## config.mk

```make
export PLATFORM = sky130hd
export DESIGN_NAME = lcms_cell_calc
export DESIGN_NICKNAME = d
export VERILOG_FILES = /design/src/hdl/lcms_pkg.sv /design/src/hdl/lcms_cell_calc.sv
export SDC_FILE = /design/constraint.sdc
export NUM_CORES = 1
export LEC_CHECK = 0
export ABC_AREA = 1
export BUFFER_PORTS_ARGS = -buffer_cell sky130_fd_sc_hd__buf_2
export CAP_MARGIN = 10
export CORE_MARGIN = 2
export CORE_UTILIZATION = 55
export DETAILED_ROUTE_END_ITERATION = 10
export PLACE_DENSITY = 0.82
export SYNTH_ARGS = -nofsm -noshare
export SYNTH_HDL_FRONTEND = slang
export SYNTH_SLANG_ARGS = --single-unit
```

## constraint.sdc

```tcl
create_clock -name vclk -period 13.4
set_clock_uncertainty 0.15 [all_clocks]
set_input_delay 0.67 -clock vclk [all_inputs]
set_output_delay 0.67 -clock vclk [all_outputs]
set_load 0.005 [all_outputs]
```

## src/hdl/lcms_pkg.sv

```systemverilog
`default_nettype none

package lcms_pkg;

	// geometry of the row store and the cost words
	localparam int MAX_COLS      = 1024;
	localparam int COL_BITS      = $clog2(MAX_COLS);
	localparam int COLCNT_BITS   = 11;
	localparam int ROW_BITS      = 16;
	localparam int COST_BITS     = 48;
	localparam int DIST_BITS     = 32;

	// sqrt2 weight, unsigned Q1.16
	localparam int SQRT2_BITS    = 17;
	localparam logic [SQRT2_BITS-1:0] SQRT2_Q16 = 17'd92682;
	localparam int PROD_BITS     = DIST_BITS + SQRT2_BITS;
	localparam int WDIST_BITS    = PROD_BITS - 16;

	// configuration port
	localparam int CFG_IDX_BITS  = 2;
	localparam int CFG_DATA_BITS = 16;
	localparam int MODE_BITS     = 2;

	localparam logic [CFG_IDX_BITS-1:0] REG_ROW_COUNT = 2'd0;
	localparam logic [CFG_IDX_BITS-1:0] REG_COL_COUNT = 2'd1;
	localparam logic [CFG_IDX_BITS-1:0] REG_PATH_MODE = 2'd2;

	// predecessor selection
	localparam logic [MODE_BITS-1:0] MODE_ORTHO = 2'd0;
	localparam logic [MODE_BITS-1:0] MODE_DIAG  = 2'd1;
	localparam logic [MODE_BITS-1:0] MODE_SQRT2 = 2'd2;

	typedef logic [COST_BITS-1:0] cost_t;

	// position flags of one cell
	typedef struct packed {
		logic first_row;
		logic first_col;
		logic last;
	} cell_ctl_t;

	// saturating add of two costs
	function automatic cost_t sat_add(input cost_t a, input cost_t b);
		logic [COST_BITS:0] s;
		s = {1'b0, a} + {1'b0, b};
		return s[COST_BITS] ? '1 : s[COST_BITS-1:0];
	endfunction

	function automatic cost_t min_cost(input cost_t a, input cost_t b);
		return (a < b) ? a : b;
	endfunction

endpackage

`default_nettype wire

```

## src/hdl/lcms_cell_calc.sv

```systemverilog
`default_nettype none

module lcms_cell_calc (
	input  wire logic [lcms_pkg::MODE_BITS-1:0]  path_mode,
	input  wire lcms_pkg::cell_ctl_t             ctl,
	input  wire logic [lcms_pkg::DIST_BITS-1:0]  cell_dist,
	input  wire logic [lcms_pkg::WDIST_BITS-1:0] wdist,
	input  wire lcms_pkg::cost_t                 up_cost,
	input  wire lcms_pkg::cost_t                 left_cost,
	input  wire lcms_pkg::cost_t                 diag_cost,
	input  wire lcms_pkg::cost_t                 origin_cost,
	output lcms_pkg::cost_t                      cell_cost,
	output lcms_pkg::cost_t                      out_cost
);
	import lcms_pkg::*;

	cost_t d_ext;
	cost_t wd_ext;
	cost_t min_ul;
	cost_t origin_use;

	assign d_ext  = COST_BITS'(cell_dist);
	assign wd_ext = COST_BITS'(wdist);
	assign min_ul = min_cost(up_cost, left_cost);

	// least predecessor plus distance
	always_comb begin
		if (ctl.first_row && ctl.first_col) begin
			cell_cost = d_ext;
		end else if (ctl.first_row) begin
			cell_cost = sat_add(left_cost, d_ext);
		end else if (ctl.first_col) begin
			cell_cost = sat_add(up_cost, d_ext);
		end else begin
			case (path_mode)
				MODE_DIAG: cell_cost = sat_add(min_cost(min_ul, diag_cost), d_ext);
				MODE_SQRT2: cell_cost = min_cost(sat_add(min_ul, d_ext),
					sat_add(diag_cost, wd_ext));
				default: cell_cost = sat_add(min_ul, d_ext);
			endcase
		end
	end

	// final cell closes the path through the origin
	assign origin_use = (ctl.first_row && ctl.first_col) ? cell_cost : origin_cost;
	assign out_cost   = ctl.last ? sat_add(cell_cost, origin_use) : cell_cost;

endmodule

`default_nettype wire

```

==> impl_results.md <==
* Fin crit share at 0.942
* M1 WL at 30,400 um
* Seq/Total Area, Yosys at 0
* Total Wirelength at 78,100 um
* Crit start category: input port
* Net Count, Synth at 4,243
* Max Fclk at 0.0792 GHz
* Crit path time final at 12,630 ps
* Power Total at 1.92 mW
* Peak VDD IR at 0.0000485 V
* Die Footprint at 38,400 sq um
* TNS Setup at 0 ps
* DRC errors left at 0
* Vias/cell at 5.82
* Largest net degree at the start of global routing at 55
* Hold crit path type: input port to output port
* Critical Path Max Stage Delay at 360 ps
* Synth Area in Adders at 0.223
* Port Buffers at 358
* Fraction of layout cells with a size suffix above 1 at 0.156
* Top Family by Delay on Critical Path: compound AO/OA/AOI/OAI gates
* Most frequent cells in the layout: nand2_1, inv_1, a21oi_1
* Sw Share at 0.615
* GRT Util Overall at 0.382
* Worst-Margin Slew at 987 ps
* Filler instances at 3,714
* Worst path required time at 12,580 ps
* CP bufs+invs at 13
* Dpl hpwl at 66,100 um
* Die Span X at 196 um
* Highest metal used: met5
* Avg WL per Cell at 17.4 um
* Nets at 4,611
* Multi-input combinational cell area at 18,200 sq um
* Rows at 70
* Outcome: finished, final reports clean
* Final setup fails at 0
* # IOs at 358
* Mux share of post-synthesis cell area at 0.000494
* Core Box Area at 36,400 sq um
* P_sw at 1.18 mW
* Slew headroom at 0.340
* Antenna Nets Post-Route at 0
* GPL Wtd Cong at 1.06
* Dpl cell area at 22,900 sq um
* Largest family of logic cells by synthesized area: simple AND/OR/NAND/NOR gates
* Seq cells at 0
* First-pass GRT wire length at 119,000 um
* Part of the power in registers at 0
* DRT iter0 DRCs at 1,828
* Number of global-route vias before repair at 23,900
* Cells after Synth at 3,623
* Pwr per Cell Area at 81.8 nW/um^2
* Syn_area_per_cell at 5.59 sq um
* Max Cap Violations at 0
* Area grow syn2layout at 15.9%
* Post-Syn Area at 20,200 sq um
* Arrival time worst endpoint at 11,810 ps
* Clk network pwr share at 0
* Fin area at 23,500 sq um
* DR WL met3 at 5820 um
* Final Hold Vio Count at 0
* Overflow after GRT at 0
* Slowest-stage cell, CP: fa_2
* Initial antenna violation count at 23
* Final Max Tran Viols at 0
* CP endpoint kind: output port
* Starting density of the core at 0.556
* Commonest non-fill, non-tap cell in the layout: nand2_1
* Comb pwr share at 1.000
* CP max FO at 28
* Drt first pass iters at 6
* Compound-Gate Fraction of Synth Area at 0.285
* Critical Path Most Common Cell: nand2_1
* Via count at 26,100
* XOR/XNOR share of the synthesized area at 0.0740
* DR WL met2 at 35,700 um
* Yosys cell types at 66
* Internal Power at 0.740 mW
* Setup CP Type: input port to output port
* Die height at 196 um
* CLK BUF at 0
* Simple-gate share of the synthesized area at 0.296
* Leakage Power at 12.7 nW
* Storage cell area at 0 sq um
* Synth warn at 0
-- Yosys cell counts, types with 13 or more instances --
| master | count | area share |
|---|---|---|
| nand2_1 | 777 | 0.14 |
| inv_1 | 520 | 0.096 |
| a21oi_1 | 435 | 0.11 |
| ha_1 | 352 | 0.22 |
| o21ai_0 | 345 | 0.085 |
| nor2_1 | 340 | 0.063 |
| nand3_1 | 121 | 0.030 |
| xor2_1 | 102 | 0.044 |
| clkbuf_1 | 72 | 0.013 |
| xnor2_1 | 69 | 0.030 |
| o21ai_1 | 55 | 0.014 |
| nor3_1 | 50 | 0.012 |
| o211ai_1 | 44 | 0.016 |
| nand4_1 | 43 | 0.013 |
| a31oi_1 | 29 | 0.0090 |
| o21a_1 | 25 | 0.0093 |
| nand2_2 | 23 | 0.0071 |
| or2_2 | 20 | 0.0062 |
| a211oi_1 | 13 | 0.0048 |
| nor4_1 | 13 | 0.0040 |
-- layer usage --
| layer | track usage | up-vias |
|---|---|---|
| met5 | 0 | - |
| met4 | 0.253 | 10 |
| met3 | 0.0340 | 346 |
| met2 | 0.672 | 1256 |
| met1 | 0.443 | 11500 |
| li1 | - | 13000 |
-- final cells by class --
type / instances / area share
Multi-Input combinational cell: 2995 / 0.774
Timing Repair Buffer: 458 / 0.113
Inverter: 536 / 0.0862
Tap cell: 468 / 0.0250
Antenna cell: 20 / 0.00213
-- repair_timing --
item / 4_1_cts / 5_1_grt
gates cloned: 0 / 2
endpoints found under the setup margin: 29 / 48
setup buffers: 0 / 17
hold buffers: 0 / 0
pin swaps: 0 / 19
resized for setup: 2 / 90
hold endpoints to repair: 0 / 0
-- kinds of logic after synthesis --
family,Yosys count
compound gates,1043
xor+xnor,171
buf+inv,629
mux,1
fa+ha+maj,358
simple gates,1421
-- final timing paths --
kind                       from       endpoint  slack, ps  depth (start not counted)
setup / recovery  left_cost[47]    out_cost[2]        770                         84
hold / removal    left_cost[41]  cell_cost[41]       1650                          5
-- power by group through the flow --
stage | Sequential [mW] | Clock, mW | Combinational [mW]
floorplan | 0 | 0 | 1.29
global placement | 0 | 0 | 1.80
detailed placement | 0 | 0 | 1.82
CTS | 0 | 0 | 1.83
global route | 0 | 0.000000130 | 2.14
finish | 0 | 0.000000200 | 1.92
-- through the flow --
stage | cells | worst slack, ps | util | hold slack, ps
3_5_place_dp | 4438 | -37.7 | 0.627 | 1650
6_report | 4477 | 771 | 0.644 | 1650
2_1_floorplan | 3623 | 1450 | - | 1340
5_1_grt | 4470 | -153 | 0.644 | 1690
3_3_place_gp | 4438 | 178 | 0.627 | 1650
4_1_cts | 4438 | 17.7 | 0.628 | 1650
Power figures use the tool's default switching activity.
